[config.mk]
export PLATFORM = sky130hd
export DESIGN_NAME = dplc_debounce
export DESIGN_NICKNAME = d
export VERILOG_FILES = /design/src/rtl/dplc_pkg.sv /design/src/rtl/dplc_debounce.sv
export SDC_FILE = /design/constraint.sdc
export NUM_CORES = 1
export LEC_CHECK = 0
export ABC_CLOCK_PERIOD_IN_PS = 7500
export BUFFER_PORTS_ARGS = -buffer_cell sky130_fd_sc_hd__clkbuf_2
export CORE_MARGIN = 2
export CORE_UTILIZATION = 57
export CTS_CLUSTER_DIAMETER = 60
export DETAILED_ROUTE_END_ITERATION = 8
export PLACE_DENSITY = 0.88
export SLEW_MARGIN = 20
export SYNTH_ARGS = -nofsm -noshare
export SYNTH_HDL_FRONTEND = slang
export SYNTH_SLANG_ARGS = --single-unit
[constraint.sdc]
create_clock -name clk -period 7.5 [get_ports clk]
set_input_delay 2.25 -clock clk [delete_from_list [all_inputs] [get_ports clk]]
set_output_delay 2.25 -clock clk [all_outputs]
set_load 0.02 [all_outputs]
[src/rtl/dplc_pkg.sv]
// ----------------------------------------------------------------------------
// dplc_pkg: shared types and constants for the press-length classifier
// Register indexes, reset values, field widths and the press-kind codes.
// ----------------------------------------------------------------------------
package dplc_pkg;

  localparam int unsigned CFG_IDX_W  = 2;
  localparam int unsigned CFG_DATA_W = 16;
  localparam int unsigned INTEG_W    = 8;
  localparam int unsigned HOLD_W     = 16;

  localparam logic [CFG_IDX_W-1:0] REG_DEBOUNCE_TICKS   = 2'd0;
  localparam logic [CFG_IDX_W-1:0] REG_PRESS_TICKS      = 2'd1;
  localparam logic [CFG_IDX_W-1:0] REG_LONG_PRESS_TICKS = 2'd2;

  localparam logic [INTEG_W-1:0] DEBOUNCE_TICKS_RST   = 8'd5;
  localparam logic [HOLD_W-1:0]  PRESS_TICKS_RST      = 16'd500;
  localparam logic [HOLD_W-1:0]  LONG_PRESS_TICKS_RST = 16'd1000;

  typedef enum logic [1:0] {
    KIND_NONE   = 2'd0,
    KIND_SHORT  = 2'd1,
    KIND_MEDIUM = 2'd2,
    KIND_LONG   = 2'd3
  } kind_t;

  typedef struct packed {
    logic [INTEG_W-1:0] debounce_ticks;
    logic [HOLD_W-1:0]  press_ticks;
    logic [HOLD_W-1:0]  long_press_ticks;
  } cfg_t;

endpackage

[src/rtl/dplc_debounce.sv]
// ----------------------------------------------------------------------------
// dplc_debounce: integrating debouncer
// Saturating up/down integrator; the clean level sets at the top, clears at 0.
// ----------------------------------------------------------------------------
module dplc_debounce import dplc_pkg::*; (
  input  logic               clk,
  input  logic               rst_n,
  input  logic               step,
  input  logic               button_down,
  input  logic [INTEG_W-1:0] debounce_ticks,
  output logic               level_nxt
);

  logic [INTEG_W-1:0] integ_r, integ_nxt;
  logic               level_r;

  always_comb begin
    if ((integ_r < debounce_ticks) && button_down) begin
      integ_nxt = integ_r + INTEG_W'(1);
    end else if ((integ_r != '0) && !button_down) begin
      integ_nxt = integ_r - INTEG_W'(1);
    end else begin
      integ_nxt = integ_r;
    end

    // Zero wins over the top so a zero top keeps the level released.
    if (integ_nxt == '0) begin
      level_nxt = 1'b0;
    end else if (integ_nxt == debounce_ticks) begin
      level_nxt = 1'b1;
    end else begin
      level_nxt = level_r;
    end
  end

  always_ff @(posedge clk) begin
    if (!rst_n) begin
      integ_r <= '0;
      level_r <= 1'b0;
    end else if (step) begin
      integ_r <= integ_nxt;
      level_r <= level_nxt;
    end
  end

endmodule

==> metrics.yaml, run 1 <==
outcome: "finished, final reports clean"
finalClockSkew_ns: 0.00263
r2r-end: "level_r$_SDFFE_PN0P_"
setup_violations: 0
wire_per_inst_um: 16.7
cp_max_fo: 6
worstPathArrival_ns: 5.04
dr_total_vias: 1507
timing.rr.start: "integ_r[3]$_SDFFE_PN0P_"
syn_avg_cell_area_sq_um: 7.36
critPathKind: "primary input to output port"
cts_tree: "yes"
hpwlAfterDp_um: 2950
area_growth_pct: 3.94
hold_viol: 0
setup_tns_ns: 0
peakVddDrop_uv: 284
diodes: 0
clock_latency_ns: 0.27
leakagePower_uw: 0.000596
grt_pass1_wl_um: 5950
rrSetupSlack_ns: 4.40
min_period_ns: 7.29
cts_resized: 0
yosys_warnings: 0
fmax_mhz: 137
intPower_uw: 335
p_clk_share_pct: 5.3
core_region_area_sq_um: 2430
grt-ovfl-total: 0
seq_power_share_pct: 19.1
synth_edf_count: 0
grt_max_degree: 23
critPathRequiredTime_ns: 5.25
postRouteAntennaNets: 0
holdBufCountCts: 0
fp.dieH_um: 54.0
synth_area_leader_cell: "dfxtp_1"
rsz0062_at_grt: "no"
p_comb_share_pct: 75.6
wirelength_um: 3780
synth.distinct_cells: 57
viasPerCell: 6.64
slew-limit-headroom_pct: 47.8
cts_buffer_depth: 2
drt_iter0_markers: 83
drc: 0
holdCritPathClass: "register to register"
clk_pin_slew_ns: 0.06
netlist.area_leader.share_pct: 12.6
antenna_found_initial: 0
async_reset_ff_share_pct: 0
synth_common_cells: "16 x nand2_1, 16 x xnor2_1, 13 x inv_1, 11 x o21ai_0"
hold_depth: 2
clkSinkCount: 9
syn_nets: 216
ys_ff_latch: 9
root_buffer: "clkbuf_4"
ff2ff_path_depth: 8
hold_path_startpoint: "level_r$_SDFFE_PN0P_"
swShare_pct: 55.1
post-cts-setup-buffers: 0
die_x_um: 54.0
initial_core_util_pct: 58.7
synth.area.top_cells: "dfxtp_1 13%, xnor2_1 9.8%, ha_1 8.8%, nand2_1 4.2%, o21ai_0 3.9%"
max_cap_violations: 0
dieArea_sq_um: 2920
h-tree-depth: 1
row_count: 18
grt_pass1_vias: 1292
fin_nets: 220
worstSetupStartpointType: "primary input"
critPathCaptureType: "output port"
cts_buffers: 3
track_usage_pct: 28.2
fill_cells: 229
seq_area_frac_synth_pct: 12.6
hold_end: "level_r$_SDFFE_PN0P_"
syn-cell-area_sq_um: 1430
place.gp.congestion: 1.02
fin_cells: 227
power.density_nw_per_um2: 502
synthFlopType: "dfxtp_1"
port_buffers: 12
ios: 13
finalCritPeriodShare_pct: 97.3
drive_gt1_share_pct: 11.2
worst_slew_pin_slew_ns: 0.782
syn_inst: 194
dr.pass1.iters: 5
maxSlewViolCount: 0
power.switching_uw: 410
dp_cells: 223
[sequential cells by signal, summed over array words and instances, names as in the netlist]
register / flops
integ_r: 8
level_r: 1
[worst max-delay path, stage by stage]
cell	delay, ns
clkbuf_2	0.11
inv_1	0.10
ha_1	0.31
and2_0	0.15
a221o_1	0.38
a31o_1	0.31
o31ai_2	0.42
o211ai_1	0.16
or4_4	0.53
o21ai_1	0.14
clkbuf_2	0.17
[layer usage]
layer  track usage, %  up-vias  share of wire (%)
met3             8.89       10                 11
met5                0        -                  0
met4             7.50        0                1.6
met1             39.2      664                 41
li1                 -      728                  -
met2             41.7      105                 45
[cells by family (layout without fill, tap and decap cells)]
| kind of cell | count (synthesis) | after routing | synth area share (%) |
|---|---|---|---|
| flip-flops | 9 | 9 | 12.6 |
| AO/OA/AOI/OAI | 57 | 57 | 28.5 |
| AND/OR/NAND/NOR | 72 | 72 | 29.5 |
| buffers and inverters | 27 | 30 | 8.76 |
| adder cells (fa/ha/maj) | 11 | 11 | 9.47 |
| XOR/XNOR | 17 | 17 | 10.4 |
| multiplexers | 1 | 1 | 0.701 |
[cell type report]
class                   count  area, sq um  area share [%]
clock buffers               3         22.5            1.52
clock inverters             1         5.00           0.337
inverters                  13         48.8            3.29
multi-input cells         158         1120            75.6
flip-flops and latches      9          180            12.1
well taps                  30         37.5            2.53
repair buffers             13         67.6            4.55
[how the worst max path moves through the flow]
stage	to	startpoint	slack, ns	depth (start not counted)
3_5_place_dp	level_nxt	debounce_ticks[6]	0.28	11
4_1_cts	level_nxt	debounce_ticks[6]	0.24	11
5_1_grt	level_nxt	debounce_ticks[6]	0.05	13
2_1_floorplan	level_nxt	debounce_ticks[5]	0.62	10
6_report	level_nxt	debounce_ticks[6]	0.21	11
3_3_place_gp	level_nxt	debounce_ticks[5]	0.29	11
[power by group through the flow]
stage	combinational [uW]	sequential, uW	clock [uW]
after floorplan	517	79.6	0
after global placement	553	141	0
after detailed placement	552	141	0
after CTS	556	140	40.2
after global routing	622	148	43.2
final	563	142	39.3
[metrics by stage]
stage | worst slack [ns] | utilization (%) | instance area (sq um) | total power [uW] | hold WS, ns
after floorplan | 0.624 | - | 1430 | 597 | 0.458
after global placement | 0.293 | 59.9 | 1460 | 694 | 0.473
after detailed placement | 0.281 | 59.9 | 1460 | 693 | 0.482
after CTS | 0.242 | 61.0 | 1480 | 736 | 0.491
after global routing | 0.0484 | 61.0 | 1480 | 813 | 0.521
final | 0.205 | 61.0 | 1480 | 745 | 0.490
[placed cells by master, fill, tap and decap left out, types with 7 or more instances in the layout]
master and count:
o21ai_0 11, clkbuf_2 12, nand3_1 9, inv_1 13, nand2_1 16, nor2_1 7, a21oi_1 10, dfxtp_1 9
and2_1 7, xnor2_1 16, ha_1 10
No activity file was read; power rests on OpenSTA's default activity.
==> run 2, diff against run 1 <==
- ABC_AREA: default -> 1
- REMOVE_ABC_BUFFERS: default -> 1
==> metrics.yaml, run 2 <==
track_usage_pct: 24.1  # was 28.2%
fin_util_pct: 64.3  # was 61.0%
setup_tns_ns: 0  # unchanged
design_area_sq_um: 1420  # was 1480 sq um
netlist.area_leader.share_pct: 22.0  # was 12.6%
final-seq-area_sq_um: 180  # unchanged
die_x_um: 52.6  # was 54.0 um
wirelength_um: 2960  # was 3780 um
setup_violations: 0  # unchanged
cts_buffers: 3  # unchanged
drt_iter0_markers: 55  # was 83
power.density_nw_per_um2: 154  # was 502 nW/um^2
post-cts-setup-buffers: 0  # unchanged
grt-ovfl-total: 0  # unchanged
dieArea_sq_um: 2760  # was 2920 sq um
core_region_area_sq_um: 2210  # was 2430 sq um
holdCritPathClass: "register to register"  # unchanged
wire_per_inst_um: 11.0  # was 16.7 um
cts_buffer_depth: 2  # unchanged
drc: 0  # unchanged
fin_nets: 264  # was 220
cpPeakStageDelay_ns: 0.30  # was 0.53 ns
top_register: "integ_r"  # unchanged
async_reset_ff_share_pct: 0  # unchanged
top_regs: "integ_r x8, level_r x1"  # unchanged
synth_edf_count: 0  # unchanged
clock_latency_ns: 0.27  # about the same
seq_area_frac_synth_pct: 13.4  # was 12.6%
synth_area_leader_cell: "nand2_1"  # was dfxtp_1
maxSlewViolCount: 0  # unchanged
outcome: "finished, final reports clean"  # unchanged
yosys_warnings: 0  # unchanged
port_buffers: 12  # unchanged
fill_cells: 225  # was 229
synth.distinct_cells: 23  # was 57
finalClockSkew_ns: 0.00369  # was 0.00263 ns
rsz0062_at_grt: "no"  # unchanged
critPathKind: "primary input to output port"  # unchanged
worst_slew_pin_slew_ns: 0.541  # was 0.782 ns
largest_reg_flops: 8  # unchanged
critPathRequiredTime_ns: 5.25  # about the same
holdBufCountCts: 0  # unchanged
viasPerCell: 5.16  # was 6.64
multi_input_area_sq_um: 996  # was 1120 sq um
grt_max_degree: 14  # was 23
synth_common_cells: "79 x nand2_1, 30 x inv_1, 26 x nand3_1, 12 x a21oi_1, 12 x nand2_2"  # was 16 x nand2_1, 16 x xnor2_1, 13 x inv_1, 11 x o21ai_0
slew-limit-headroom_pct: 63.9  # was 47.8%
row_count: 17  # was 18
grt_pass1_wl_um: 5020  # was 5950 um
detailed_place.area_sq_um: 1400  # was 1460 sq um
met1_length_um: 1390  # was 1570 um
worstSetupStartpointType: "primary input"  # unchanged
path_cells: "clkbuf_2 -> inv_1 -> ha_1 -> nand2_1 -> nor2_1 -> nor2_8 -> nand2_4 -> nand2_2 -> nand2_2 -> nand2_1 -> nand2_1 -> nand2_1 -> nor2_1 -> nand2_1 -> nand2_1 -> nand2_2 -> inv_1 -> clkbuf_2"  # was clkbuf_2 -> inv_1 -> ha_1 -> and2_0 -> a221o_1 -> a31o_1 -> o31ai_2 -> o211ai_1 -> or4_4 -> o21ai_1 -> clkbuf_2
layout_commonest_cell: "nand2_1"
syn_inst: 230  # was 194
fmax_mhz: 156  # was 137 MHz
peakVddDrop_uv: 119  # was 284 uV
timing.rr.start: "integ_r[3]$_SDFFE_PN0P_"  # unchanged
clkSinkCount: 9  # unchanged
dr_total_vias: 1387  # was 1,507
syn_avg_cell_area_sq_um: 5.85  # was 7.36 sq um
cts_tree: "yes"  # unchanged
synth.area.top_cells: "nand2_1 22%, dfxtp_1 13%, nand3_1 9.7%, ha_1 9.3%, inv_1 8.4%"  # was dfxtp_1 13%, xnor2_1 9.8%, ha_1 8.8%, nand2_1 4.2%, o21ai_0 3.9%
area_growth_pct: 5.67  # was 3.94%
hold_path_startpoint: "level_r$_SDFFE_PN0P_"  # unchanged
h-tree-depth: 1  # unchanged
worstSetupStartpoint: "debounce_ticks[7]"  # was debounce_ticks[6]
dr.pass1.iters: 4  # was 5
finalCritPeriodShare_pct: 85.5  # was 97.3%
grt_pass1_vias: 1200  # was 1,292
cp_max_fo: 10  # was 6
syn-cell-area_sq_um: 1350  # was 1430 sq um
met2_length_um: 1390  # was 1720 um
max_cap_violations: 0  # unchanged
ios: 13  # unchanged
mostFrequentLayoutCells: "79 x nand2_1, 30 x inv_1, 26 x nand3_1"  # was 16 x nand2_1, 16 x xnor2_1, 13 x inv_1, 12 x clkbuf_2, 11 x o21ai_0
postRouteAntennaNets: 0  # unchanged
hpwlAfterDp_um: 2400  # was 2950 um
crit_family: "simple AND/OR/NAND/NOR gates"  # was compound AO/OA/AOI/OAI gates
dr_wl_met3_um: 144  # was 434 um
root_buffer: "clkbuf_4"  # unchanged
cp_common_cell: "nand2_1"  # was clkbuf_2
place.gp.congestion: 0.909  # was 1.02
hold_viol: 0  # unchanged
critPathCaptureType: "output port"  # unchanged
diodes: 0  # unchanged
route.top_layer_used: "met4"  # unchanged
cp_num_buf_inv: 4  # was 3
ys_ff_latch: 9  # unchanged
initial_core_util_pct: 60.8  # was 58.7%
synth.most_common_cell: "nand2_1"
min_period_ns: 6.41  # was 7.29 ns
crit_slowest_cell: "nor2_1"  # was or4_4
synthFlopType: "dfxtp_1"  # unchanged
clk_pin_slew_ns: 0.06  # about the same
leakagePower_uw: 0.000829  # was 0.000596 uW
drive_gt1_share_pct: 17.0  # was 11.2%
cts_resized: 0  # unchanged
fp.dieH_um: 52.6  # was 54.0 um
worstPathArrival_ns: 4.16  # was 5.04 ns
antenna_found_initial: 0  # unchanged
## run 2: cell types whose count changed after synthesis, moves of 7 or more
cell     previous run  this run
and2_1              7         0
inv_1              13        30
xnor2_1            16         1
nand3_1             9        26
nand2_1            16        79
nand2_2             0        12
## run 2: metrics by stage
step | hold slack (ns) | std cells | power [uW] | setup slack, ns
final | 0.540 | 269 | 220 | 1.09
after detailed placement | 0.528 | 265 | 180 | 1.07
after global placement | 0.530 | 265 | 179 | 1.13
after floorplan | 0.503 | 225 | 154 | 1.48
after global routing | 0.571 | 269 | 240 | 0.931
after CTS | 0.543 | 269 | 219 | 1.07
## run 2: cell families (layout without fill, tap and decap cells)
group,count (synthesis),in the layout,share of synthesized area (%)
simple gates,144,144,52.0
flops,9,9,13.4
xor+xnor,6,6,3.91
fa+ha+maj,10,10,9.30
buf+inv,38,49,12.6
compound gates,23,23,8.84
## run 2: final cells by class
| cell class | instances | share of cell area (%) |
|---|---|---|
| timing repair buffer | 12 | 4.23 |
| clock buffer | 4 | 1.85 |
| tap | 28 | 2.46 |
| inverter | 33 | 8.71 |
| multi-input combinational | 183 | 70.1 |
| sequential | 9 | 12.7 |
## run 2: routing by layer
layer,track usage [%],vias up
met3,0.857,5
met4,6.41,0
met5,0,-
met1,31.3,587
met2,43.1,42
li1,-,753
## run 2: report_power, final
part	leakage, uW	internal (uW)	switching (uW)	total (uW)
logic	0.000739	43.1	73.9	117
clock network	0.0000150	20.6	18.3	38.9
registers	0.0000747	52.4	11.3	63.8
total	0.000829	116	103	220
## run 2: final timing paths
check | to | slack [ns] | cells past startpoint
worst max-delay path | level_nxt | 1.09 | 18
worst min-delay path | level_r$_SDFFE_PN0P_ | 0.54 | 2
worst max register to register | level_r$_SDFFE_PN0P_ | 5.15 | 14
worst min register to register | level_r$_SDFFE_PN0P_ | 0.54 | 2
## run 2: worst reg2reg max path: stages, from the launching register on
cell and delay (ns):
dfxtp_1 0.66, ha_1 0.35, a21oi_1 0.15, nand2_1 0.12, nand2_4 0.14, nand2_4 0.11
nand3_1 0.12, nand2_1 0.10, nand2_1 0.09, nand3_1 0.08, nor2_1 0.09, nand2_1 0.05
nand2_1 0.07, nand2_2 0.06, a21oi_2 0.10
