### src/rtl/dplc_pkg.sv
// ----------------------------------------------------------------------------
// dplc_pkg: shared types and constants for the press-length classifier
// Register indexes, reset values, field widths and the press-kind codes.
// ----------------------------------------------------------------------------
package dplc_pkg;

  localparam int unsigned CFG_IDX_W  = 2;
  localparam int unsigned CFG_DATA_W = 16;
  localparam int unsigned INTEG_W    = 8;
  localparam int unsigned HOLD_W     = 16;

  localparam logic [CFG_IDX_W-1:0] REG_DEBOUNCE_TICKS   = 2'd0;
  localparam logic [CFG_IDX_W-1:0] REG_PRESS_TICKS      = 2'd1;
  localparam logic [CFG_IDX_W-1:0] REG_LONG_PRESS_TICKS = 2'd2;

  localparam logic [INTEG_W-1:0] DEBOUNCE_TICKS_RST   = 8'd5;
  localparam logic [HOLD_W-1:0]  PRESS_TICKS_RST      = 16'd500;
  localparam logic [HOLD_W-1:0]  LONG_PRESS_TICKS_RST = 16'd1000;

  typedef enum logic [1:0] {
    KIND_NONE   = 2'd0,
    KIND_SHORT  = 2'd1,
    KIND_MEDIUM = 2'd2,
    KIND_LONG   = 2'd3
  } kind_t;

  typedef struct packed {
    logic [INTEG_W-1:0] debounce_ticks;
    logic [HOLD_W-1:0]  press_ticks;
    logic [HOLD_W-1:0]  long_press_ticks;
  } cfg_t;

endpackage

### src/rtl/dplc_classifier.sv
// ----------------------------------------------------------------------------
// dplc_classifier: press-length state machine
// Times each clean press and reports short, medium or long.
// ----------------------------------------------------------------------------
module dplc_classifier import dplc_pkg::*; (
  input  logic  clk,
  input  logic  rst_n,
  input  logic  step,
  input  logic  pressed,
  input  cfg_t  cfg,
  output kind_t kind
);

  typedef enum logic [1:0] {
    PH_IDLE   = 2'd0,
    PH_SHORT  = 2'd1,
    PH_MEDIUM = 2'd2,
    PH_LONG   = 2'd3
  } phase_t;

  phase_t              phase_r, phase_nxt;
  logic [HOLD_W-1:0]   hold_r, hold_nxt;
  logic [HOLD_W-1:0]   hold_inc;

  // The hold counter saturates instead of wrapping.
  assign hold_inc = (hold_r == '1) ? hold_r : hold_r + HOLD_W'(1);

  always_comb begin
    phase_nxt = phase_r;
    hold_nxt  = hold_r;
    kind      = KIND_NONE;
    unique case (phase_r)
      PH_IDLE: begin
        // The onset tick clears the counter and is not itself counted.
        if (pressed) begin
          phase_nxt = PH_SHORT;
          hold_nxt  = '0;
        end
      end
      PH_SHORT: begin
        hold_nxt = hold_inc;
        if (!pressed) begin
          phase_nxt = PH_IDLE;
          kind      = KIND_SHORT;
        end else if (hold_inc >= cfg.press_ticks) begin
          phase_nxt = PH_MEDIUM;
        end
      end
      PH_MEDIUM: begin
        hold_nxt = hold_inc;
        if (!pressed) begin
          phase_nxt = PH_IDLE;
          kind      = KIND_MEDIUM;
        end else if (hold_inc >= cfg.long_press_ticks) begin
          phase_nxt = PH_LONG;
          kind      = KIND_LONG;
        end
      end
      PH_LONG: begin
        if (!pressed) begin
          phase_nxt = PH_IDLE;
        end
      end
      default: begin
        phase_nxt = PH_IDLE;
      end
    endcase
  end

  always_ff @(posedge clk) begin
    if (!rst_n) begin
      phase_r <= PH_IDLE;
      hold_r  <= '0;
    end else if (step) begin
      phase_r <= phase_nxt;
      hold_r  <= hold_nxt;
    end
  end

endmodule

### config.mk
export PLATFORM = sky130hd
export DESIGN_NAME = dplc_classifier
export DESIGN_NICKNAME = d
export VERILOG_FILES = /design/src/rtl/dplc_pkg.sv /design/src/rtl/dplc_classifier.sv
export SDC_FILE = /design/constraint.sdc
export NUM_CORES = 1
export LEC_CHECK = 0
export ABC_AREA = 1
export BUFFER_PORTS_ARGS = -buffer_cell sky130_fd_sc_hd__buf_2
export CAP_MARGIN = 15
export CORE_ASPECT_RATIO = 0.5
export CORE_UTILIZATION = 37
export DETAILED_ROUTE_END_ITERATION = 10
export GPL_ROUTABILITY_DRIVEN = 0
export SLEW_MARGIN = 5
export SYNTH_ARGS = -nofsm -noshare
export SYNTH_HDL_FRONTEND = slang
export SYNTH_SLANG_ARGS = --single-unit
### constraint.sdc
create_clock -name clk -period 2.95 [get_ports clk]
set_input_delay 0.59 -clock clk [delete_from_list [all_inputs] [get_ports clk]]
set_output_delay 0.59 -clock clk [all_outputs]
set_load 0.005 [all_outputs]
==> impl_metrics.json, run 1 <==
{
  "netlist.area_leader.share": 0.215,
  "port_buffers": 37,
  "p_switching_mw": 0.213,
  "grt_util_all_layers": 0.192,
  "swShare": 0.285,
  "ir_drop_uv": 240,
  "final_common_cell": "nand2_1",
  "status": "finished with violations",
  "grt-ovfl-total": 0,
  "avgRoutedWirePerCell_um": 11.7,
  "crit_buf_inv": 5,
  "violations": "setup timing",
  "clk_path_buf_depth": 2,
  "r2r.worst_path.cells": 21,
  "nNetsFinal": 505,
  "synth.avg_cell_area_um2": 6.36,
  "yosys-top-cells-area": "ha_1, dfxtp_1, nand2_1, inv_1, a21oi_1",
  "endpoint_kind": "output port",
  "grt_pass1_vias": 2192,
  "reg2reg_slack_ns": 0.23,
  "slew_violations": 0,
  "hold_buffers": 0,
  "fin_crit_sh": 1.13,
  "critPathRequiredTime_ns": 2.36,
  "vias": 2295,
  "crit_top_cell": "nand2_2",
  "synth-edff-count": 0,
  "dpl.hpwl_um": 4520,
  "drt_iter0_markers": 115,
  "holdWs_ns": 0.517,
  "cts_sinks": 18,
  "finalCriticalPeriod_ns": 3.33,
  "rr_endpoint": "phase_r[0]$_SDFFE_PN0P_",
  "fp.dieW_um": 110,
  "timing.fmax_mhz": 300,
  "cp_slowest_cell": "dfxtp_2",
  "cts_tree": "done",
  "wl_um": 5800,
  "synth_area_um2": 2150,
  "syn_inst": 338,
  "postSynth.asyncResetShare": 0,
  "die_h_um": 55.9,
  "drv_cap": 0,
  "start_kind": "flip-flop",
  "setup_viol": 2,
  "cp.depth": 19,
  "area_growth_pct": 45.8,
  "dr.pass1.iters": 4,
  "drc": 0,
  "slowest_delay_ns": 0.35,
  "die_area_um2": 6140,
  "cts.reportedPaths.clkPinSlew_ns": 0.05,
  "layout_common_cells": "nand2_1, inv_1, buf_4, buf_2, a21oi_1",
  "yosysUniqueCellTypes": 31,
  "ios": 46,
  "crit_start": "hold_r[0]$_SDFFE_PN0P_",
  "skew_ns": 0.00188,
  "finalWorstSetupSlack_ns": -0.380,
  "core_um2": 5540,
  "grt_max_degree": 17,
  "ant_nets": 0,
  "power.share.clock": 0.412,
  "layout-drive-gt1-share": 0.343,
  "power.total_mw": 0.748,
  "p_int_mw": 0.535,
  "combPwrFrac": 0.249,
  "leakagePower_nw": 1.72,
  "rsz0062_at_grt": "yes",
  "htreeDepth": 1,
  "cts_buffers": 3,
  "synthFlopType": "dfxtp_1",
  "root_buffer": "clkbuf_16",
  "initial_core_util": 0.388,
  "antenna_cells": 0,
  "hold_class": "reg2reg",
  "clk_latency_ns": 0.25,
  "seqPwrFrac": 0.339,
  "synth_warnings": 0,
  "std_cell_rows": 19,
  "cp-endpoint": "kind[1]",
  "yosysTopAreaCell": "ha_1",
  "crit_type": "reg2out",
  "seq_area_frac_synth": 0.168,
  "pwr_density_cell_nw_per_um2": 239,
  "maxSlewHeadroom": 0.626,
  "yosys_register_bits": 18,
  "grt_pass1_wl_um": 9320,
  "rr_startpoint": "hold_r[0]$_SDFFE_PN0P_",
  "path_cells": "ha_4 -> nand3_4 -> inv_2 -> nand4_4 -> nor2_4 -> clkinv_4 -> buf_6 -> nand2_4 -> ha_4 -> nand2_2 -> nor2_4 -> and2_4 -> nor2_4 -> nand2_2 -> nand2_2 -> nand2_2 -> o211ai_1 -> inv_1 -> buf_2",
  "hold_viol": 0,
  "antenna_found_initial": 0,
  "arrival_ns": 2.74,
  "cpLargestDelayFamily": "simple AND/OR/NAND/NOR gates",
  "syn_nets": 419,
  "worst-path-max-fanout": 8,
  "tightest_slew_ns": 0.560,
  "vias_per_cell": 4.63
}
-- layout make-up --
cell class / count / area (µm²)
Tap cell: 73 / 91.3
Fill cell: 540 / 2400
Multi-Input combinational cell: 248 / 1780
Clock buffer: 4 / 88.8
Sequential cell: 18 / 364
Inverter: 68 / 260
Timing Repair Buffer: 85 / 553
-- cell families (layout without fill, tap and decap cells) --
| logic type | Yosys count | count (layout) | share of synthesized area |
|---|---|---|---|
| xor+xnor | 13 | 13 | 0.0529 |
| fa+ha+maj | 37 | 37 | 0.215 |
| flops | 18 | 18 | 0.168 |
| simple gates | 157 | 157 | 0.331 |
| compound gates | 41 | 41 | 0.102 |
| buf+inv | 72 | 157 | 0.131 |
-- how the worst min path moves through the flow --
| stage | startpoint | endpoint | slack [ns] | cells after the start |
|---|---|---|---|---|
| 2_1_floorplan | hold_r[5]$_SDFFE_PN0P_ | hold_r[5]$_SDFFE_PN0P_ | 0.47 | 2 |
| 3_3_place_gp | hold_r[5]$_SDFFE_PN0P_ | hold_r[5]$_SDFFE_PN0P_ | 0.50 | 2 |
| 3_5_place_dp | hold_r[14]$_SDFFE_PN0P_ | hold_r[14]$_SDFFE_PN0P_ | 0.51 | 2 |
| 4_1_cts | hold_r[14]$_SDFFE_PN0P_ | hold_r[14]$_SDFFE_PN0P_ | 0.52 | 2 |
| 5_1_grt | hold_r[14]$_SDFFE_PN0P_ | hold_r[14]$_SDFFE_PN0P_ | 0.55 | 2 |
| 6_report | hold_r[5]$_SDFFE_PN0P_ | hold_r[5]$_SDFFE_PN0P_ | 0.52 | 2 |
-- synthesized netlist by cell type (2+ instances only) --
cell / number
ha_1: 37
nand2_1: 87
nand3_1: 11
inv_1: 65
inv_2: 3
a21oi_1: 32
nand2_2: 13
xnor2_1: 2
nand4_1: 5
nor2_1: 30
dfxtp_1: 18
o211ai_1: 2
nor3_1: 2
xor2_1: 11
o21ai_0: 4
-- power by group through the flow --
stage	clock, mW	sequential, mW	combinational [mW]
2_1_floorplan	0	0.258	0.102
3_3_place_gp	0	0.258	0.159
3_5_place_dp	0	0.258	0.164
4_1_cts	0.311	0.254	0.168
5_1_grt	0.324	0.255	0.214
6_report	0.308	0.254	0.186
-- metrics by stage --
| stage | instance area, µm² | utilization | setup WS (ns) | setup TNS [ns] | std cells |
|---|---|---|---|---|---|
| floorplan | 2150 | - | 0.132 | 0 | 338 |
| global placement | 2710 | 0.489 | -0.145 | -0.275 | 485 |
| detailed placement | 2710 | 0.489 | -0.214 | -0.388 | 485 |
| CTS | 2860 | 0.517 | -0.385 | -0.739 | 493 |
| global route | 3140 | 0.566 | -0.546 | -1.03 | 496 |
| finish | 3140 | 0.566 | -0.380 | -0.664 | 496 |
-- tightest hold or removal path: stages (launching register included) --
cell and delay, ns:
dfxtp_1 0.34, nand2_1 0.07, a21oi_1 0.06
-- layer usage --
metal  track usage  share of wire
met1         0.257           0.47
met2         0.328           0.48
met3        0.0258          0.048
met4        0.0400         0.0060
met5             0              0
-- what timing repair did --
action,in CTS,in global routing
setup buffers,4,3
pin swaps,7,18
endpoints found under the setup margin,2,4
resized for setup,8,48
-- flip-flops by register name (all words and copies together) (netlist names) --
register	count
hold_r	16
phase_r	2
Power figures use the tool's default switching activity.
==> inputs of run 2 (changes only) <==
Settings changed: CTS_BUF_LIST set to sky130_fd_sc_hd__clkbuf_8.
==> run 2 against run 1 <==
The flow still finishes with violations (setup timing). Clock skew about the same. Global-route usage about the same. Critical path depth did not move. Combinational power rose by 2%. Non-clock buffer count grew 1. Final cell count up 0.20%. Highest routed layer unchanged. Largest power group is now sequential cells. Count of clock-buffer cells in the layout unchanged. Critical path type unchanged. Sequential cell count unchanged. Register-to-register slack worse by 0.02 ns.
==> impl_metrics.json, run 2 (same netlist as run 1, synthesis figures left out) <==
{
  "drc": 0,
  "clk_path_buf_depth": 2,
  "cts_buffers": 3,
  "final_util": 0.566,
  "setup_viol": 2,
  "grt-ovfl-total": 0,
  "fin_area_um2": 3130,
  "crit_top_cell": "nand2_2",
  "port_buffers": 37,
  "tightest_slew_ns": 0.580,
  "core_um2": 5540,
  "fin_cells": 497,
  "drt_iter0_markers": 149,
  "pwr_density_cell_nw_per_um2": 208,
  "status": "finished with violations",
  "vias_per_cell": 4.73,
  "slowest_delay_ns": 0.36,
  "cts_tree": "done",
  "cp_slowest_cell": "dfxtp_2",
  "maxSlewHeadroom": 0.613,
  "cpLargestDelayFamily": "simple AND/OR/NAND/NOR gates",
  "cts_sinks": 18,
  "die_h_um": 55.9,
  "endpoint_kind": "output port",
  "dr.pass1.iters": 5,
  "crit_type": "reg2out",
  "grt_max_degree": 17,
  "clk_latency_ns": 0.26,
  "hold_class": "reg2reg",
  "final_common_cell": "nand2_1",
  "start_kind": "flip-flop",
  "finalWorstSetupSlack_ns": -0.402,
  "ios": 46,
  "std_cell_rows": 19,
  "dp.cells": 485,
  "hold_viol": 0,
  "grt_util_all_layers": 0.193,
  "nNetsFinal": 506,
  "cts.reportedPaths.clkPinSlew_ns": 0.07,
  "wl_um": 5940,
  "power.total_mw": 0.651,
  "top_regs": "hold_r: 16 flops, phase_r: 2 flops",
  "holdWs_ns": 0.513,
  "critPathRequiredTime_ns": 2.36,
  "layout-drive-gt1-share": 0.358,
  "ant_nets": 0,
  "path_cells": "ha_4 -> nand3_4 -> inv_2 -> nand4_4 -> nor2_4 -> clkinv_4 -> buf_6 -> nand2_4 -> ha_4 -> nand2_2 -> nor2_4 -> and2_4 -> nor2_4 -> nand2_2 -> nand2_2 -> nand2_2 -> o211ai_1 -> inv_1 -> buf_2",
  "grt_pass1_wl_um": 9360,
  "drv_cap": 0,
  "antenna_found_initial": 0,
  "finalCriticalPeriod_ns": 3.35,
  "worst-path-max-fanout": 8,
  "arrival_ns": 2.76,
  "fp.dieW_um": 110,
  "crit_buf_inv": 5,
  "vias": 2351,
  "leakagePower_nw": 1.71,
  "top_register": "hold_r",
  "slew_violations": 0,
  "violations": "setup timing",
  "placed_area_um2": 2710,
  "ir_drop_uv": 109,
  "rsz0062_at_grt": "yes",
  "setup-tns-final_ns": -0.713,
  "antenna_cells": 0,
  "timing.fmax_mhz": 298,
  "die_area_um2": 6140,
  "area_growth_pct": 45.7,
  "initial_core_util": 0.388,
  "fin_crit_sh": 1.14,
  "root_buffer": "clkbuf_8",
  "layout_common_cells": "nand2_1, inv_1, buf_4, buf_2, a21oi_1",
  "htreeDepth": 1,
  "grt_pass1_vias": 2222,
  "post-place-ws_ns": -0.214,
  "avgRoutedWirePerCell_um": 11.9,
  "largest_reg_flops": 16,
  "dpl.hpwl_um": 4520,
  "skew_ns": 0.00232
}
-- run 2: changes by cell type in the layout (fill, tap and decap cells not counted), sizes merged --
cell  previous run  this run
buf             85        86
-- run 2: metal layers --
| layer | share of wire | up-vias | routed length [µm] | track usage |
|---|---|---|---|---|
| li1 | - | 1225 | - | - |
| met1 | 0.48 | 1057 | 2850 | 0.259 |
| met2 | 0.47 | 61 | 2790 | 0.327 |
| met3 | 0.038 | 8 | 225 | 0.0269 |
| met4 | 0.013 | 0 | 77 | 0.0400 |
| met5 | 0 | - | 0 | 0 |
-- run 2: final cells by class --
type                       instances  area, µm²
timing repair buffer              86        564
inverter                          68        260
clock buffer                       4       55.1
multi-input combinational        248       1800
tap                               73       91.3
fill                             545       2400
sequential                        18        367
-- run 2: worst paths after layout --
check,startpoint,endpoint,slack (ns),depth (start not counted)
max,hold_r[0]$_SDFFE_PN0P_,kind[1],-0.40,19
min,hold_r[6]$_SDFFE_PN0P_,hold_r[6]$_SDFFE_PN0P_,0.51,2
max reg2reg,hold_r[0]$_SDFFE_PN0P_,phase_r[0]$_SDFFE_PN0P_,0.21,21
min reg2reg,hold_r[6]$_SDFFE_PN0P_,hold_r[6]$_SDFFE_PN0P_,0.51,2
-- run 2: timing repair --
| action | CTS | global route |
|---|---|---|
| resized for setup | 8 | 54 |
| setup buffers | 4 | 4 |
| hold buffers | 0 | 0 |
| pin swaps | 6 | 19 |
| endpoints found under the setup margin | 2 | 4 |
-- run 2: power by group --
| part | internal, mW | total (mW) | switching [mW] |
|---|---|---|---|
| Clock | 0.119 | 0.207 | 0.0886 |
| Combinational | 0.0810 | 0.190 | 0.109 |
| Sequential | 0.248 | 0.254 | 0.00541 |
-- run 2: worst min-delay path, stage by stage, from the launching register on --
cell,delay (ns)
dfxtp_2,0.36
nand2_1,0.07
a21oi_1,0.05
==> inputs of run 3 (changes only) <==
Settings changed: ABC_AREA 1 to unset.
==> run 3 against run 2 <==
The run still ends with setup timing left. Die area down 5.9%. Clock skew is essentially flat. Power is 16% lower. Final cell count fell by 14%. Sequential cell count unchanged. Sequential share of layout area rose by 1.2 points. Global-route usage grew 0.081 points. Routed wire length decreased by 9.9%. Critical endpoint is now kind[0]. Largest power group unchanged. Highest routed layer unchanged.
==> impl_metrics.json, run 3 <==
{
  "status": "finished with violations",
  "violations": "setup timing",
  "yosys_register_bits": 18,
  "vias_per_cell": 5.10,
  "antenna_found_initial": 0,
  "root_buffer": "clkbuf_8",
  "ir_drop_uv": 124,
  "synth-edff-count": 0,
  "syn_nets": 348,
  "fin_area_um2": 2860,
  "placed_area_um2": 2710,
  "clk_latency_ns": 0.26,
  "holdWs_ns": 0.519,
  "cpLargestDelayFamily": "simple AND/OR/NAND/NOR gates",
  "die_h_um": 54.2,
  "drv_cap": 0,
  "hold_buffers": 0,
  "crit_top_cell": "ha_4",
  "hold_class": "reg2reg",
  "std_cell_rows": 18,
  "fin_crit_sh": 1.26,
  "htreeDepth": 1,
  "nNetsFinal": 439,
  "drc": 0,
  "grt_max_degree": 12,
  "ant_nets": 0,
  "cts.reportedPaths.clkPinSlew_ns": 0.07,
  "top_layer": "met4",
  "yosysMostFrequentCell": "inv_1",
  "pwr_density_cell_nw_per_um2": 192,
  "slowest_delay_ns": 0.37,
  "antenna_cells": 0,
  "synth_area_um2": 2020,
  "yosysUniqueCellTypes": 51,
  "grt_pass1_vias": 1934,
  "rsz0062_at_grt": "yes",
  "core_um2": 5090,
  "crit_type": "reg2out",
  "leakagePower_nw": 1.47,
  "arrival_ns": 3.14,
  "yosysTopAreaCell": "ha_1",
  "fp.dieW_um": 106,
  "yosys.area_share.adder": 0.229,
  "setup-tns-final_ns": -2.81,
  "synth_warnings": 0,
  "synth-xor-area-share": 0.0520,
  "slew_violations": 0,
  "drt_iter0_markers": 80,
  "netlist.area_leader.share": 0.229,
  "synth.avg_cell_area_um2": 7.56,
  "path_cells": "ha_4 -> and3_4 -> and4_4 -> and2_4 -> nand2_4 -> mux2_4 -> ha_4 -> nand4_1 -> inv_2 -> a2111oi_4 -> o21a_1 -> o22ai_1 -> and2_1 -> buf_2",
  "crit_buf_inv": 2,
  "seq_area_frac_synth": 0.178,
  "endpoint_kind": "output port",
  "layout-drive-gt1-share": 0.364,
  "synth-compound-area-share": 0.226,
  "muxShareOfSynthArea": 0.0291,
  "vias": 2177,
  "routed-wl-met2_um": 2400,
  "final_common_cell": "buf_4",
  "top_regs": "hold_r: 16 flops, phase_r: 2 flops",
  "grt_util_all_layers": 0.193,
  "post-place-ws_ns": -0.579,
  "maxSlewHeadroom": 0.571,
  "postSynth.asyncResetShare": 0,
  "timing.fmax_mhz": 268,
  "worst-path-max-fanout": 5,
  "initial_core_util": 0.397,
  "start_kind": "flip-flop",
  "grt_pass1_wl_um": 8610,
  "synth_common_cells": "inv_1, ha_1, nand2_1",
  "whs_path_depth": 2,
  "clk_path_buf_depth": 2,
  "dr.pass1.iters": 4,
  "layout_common_cells": "buf_4, inv_1, buf_2, ha_1, nand2_1",
  "tightest_slew_ns": 0.641,
  "largest_reg_flops": 16,
  "cts_sinks": 18,
  "grt-ovfl-total": 0,
  "setup_viol": 4,
  "skew_ns": 0.00247,
  "hold_viol": 0,
  "critPathRequiredTime_ns": 2.36,
  "cp_slowest_cell": "dfxtp_4",
  "finalCriticalPeriod_ns": 3.73,
  "top_register": "hold_r",
  "drt-met1-wl_um": 2670,
  "yosys-top-cells-area": "ha_1, dfxtp_1, inv_1, a21oi_1, o21ai_0",
  "dpl.hpwl_um": 4340,
  "cts_buffers": 3,
  "r2r.worst_path.cells": 17,
  "die_area_um2": 5780,
  "syn_inst": 267,
  "ios": 46,
  "area_growth_pct": 41.8,
  "finalWorstSetupSlack_ns": -0.778,
  "avgRoutedWirePerCell_um": 12.5,
  "synth_top_family_by_area": "adder cells",
  "port_buffers": 37,
  "synthSimpleGateAreaFrac": 0.188,
  "cp.depth": 14,
  "routed-wl-met3_um": 229,
  "synthFlopType": "dfxtp_1",
  "cts_tree": "done",
  "wl_um": 5350
}
run 3: changes by cell type in the layout (fill, tap and decap cells not counted), sizes merged, moves of 5 or more:
cell | previous run | this run
nand2 | 100 | 25
inv | 67 | 41
nor2 | 32 | 11
o21ai | 4 | 21
a21oi | 33 | 23
buf | 86 | 95
xor2 | 11 | 2
xnor2 | 2 | 10
a31oi | 0 | 5
run 3: layout make-up:
type,instances,area (µm²)
Clock inverter,1,3.75
Clock buffer,3,41.3
Sequential cell,18,370
Timing Repair Buffer,95,621
Multi-Input combinational cell,200,1590
Inverter,40,150
Fill cell,495,2230
Tap cell,70,87.6
run 3: where the power goes:
group / switching [mW] / total [mW] / leakage [nW] / internal, mW
Clock: 0.0931 / 0.186 / 0.0269 / 0.0929
Combinational: 0.0625 / 0.118 / 1.30 / 0.0554
Sequential: 0.00228 / 0.246 / 0.148 / 0.244
run 3: worst paths after layout:
kind | start | to | slack (ns)
min reg2reg | phase_r[1]$_SDFFE_PN0P_ | phase_r[1]$_SDFFE_PN0P_ | 0.52
min | phase_r[1]$_SDFFE_PN0P_ | phase_r[1]$_SDFFE_PN0P_ | 0.52
max reg2reg | hold_r[1]$_SDFFE_PN0P_ | phase_r[1]$_SDFFE_PN0P_ | -0.63
max | hold_r[1]$_SDFFE_PN0P_ | kind[0] | -0.78
run 3: what timing repair did:
action,in CTS,in global routing
pin swaps,4,11
gates resized for setup,5,11
buffers inserted,1,4
endpoints found under the setup margin,4,4
endpoints found under the hold margin,0,0
run 3: cells by family after synthesis:
family                     after synthesis
DFF                                     18
buffers and inverters                   49
muxes                                    5
and+or+nand+nor                         73
xor gates and xnor gates                12
AOI/OAI and AO/OA                       73
adders and majority gates               37
run 3: routing by layer:
metal,vias to the layer above,track usage
li1,1124,-
met1,999,0.257
met2,48,0.342
met3,6,0.0274
met4,0,0.0434
met5,-,0
run 3: tightest hold or removal path, delay by kind of cell (launching register included):
family / cells / cell delay (ns)
mux: 1 / 0.06
flops: 1 / 0.34
simple gates: 1 / 0.07
run 3: per-stage QoR:
stage	utilization	instances	power (mW)
finish	0.563	427	0.550
global route	0.563	427	0.578
CTS	0.547	423	0.549
global placement	0.532	418	0.362
detailed placement	0.532	418	0.366
floorplan	-	267	0.315
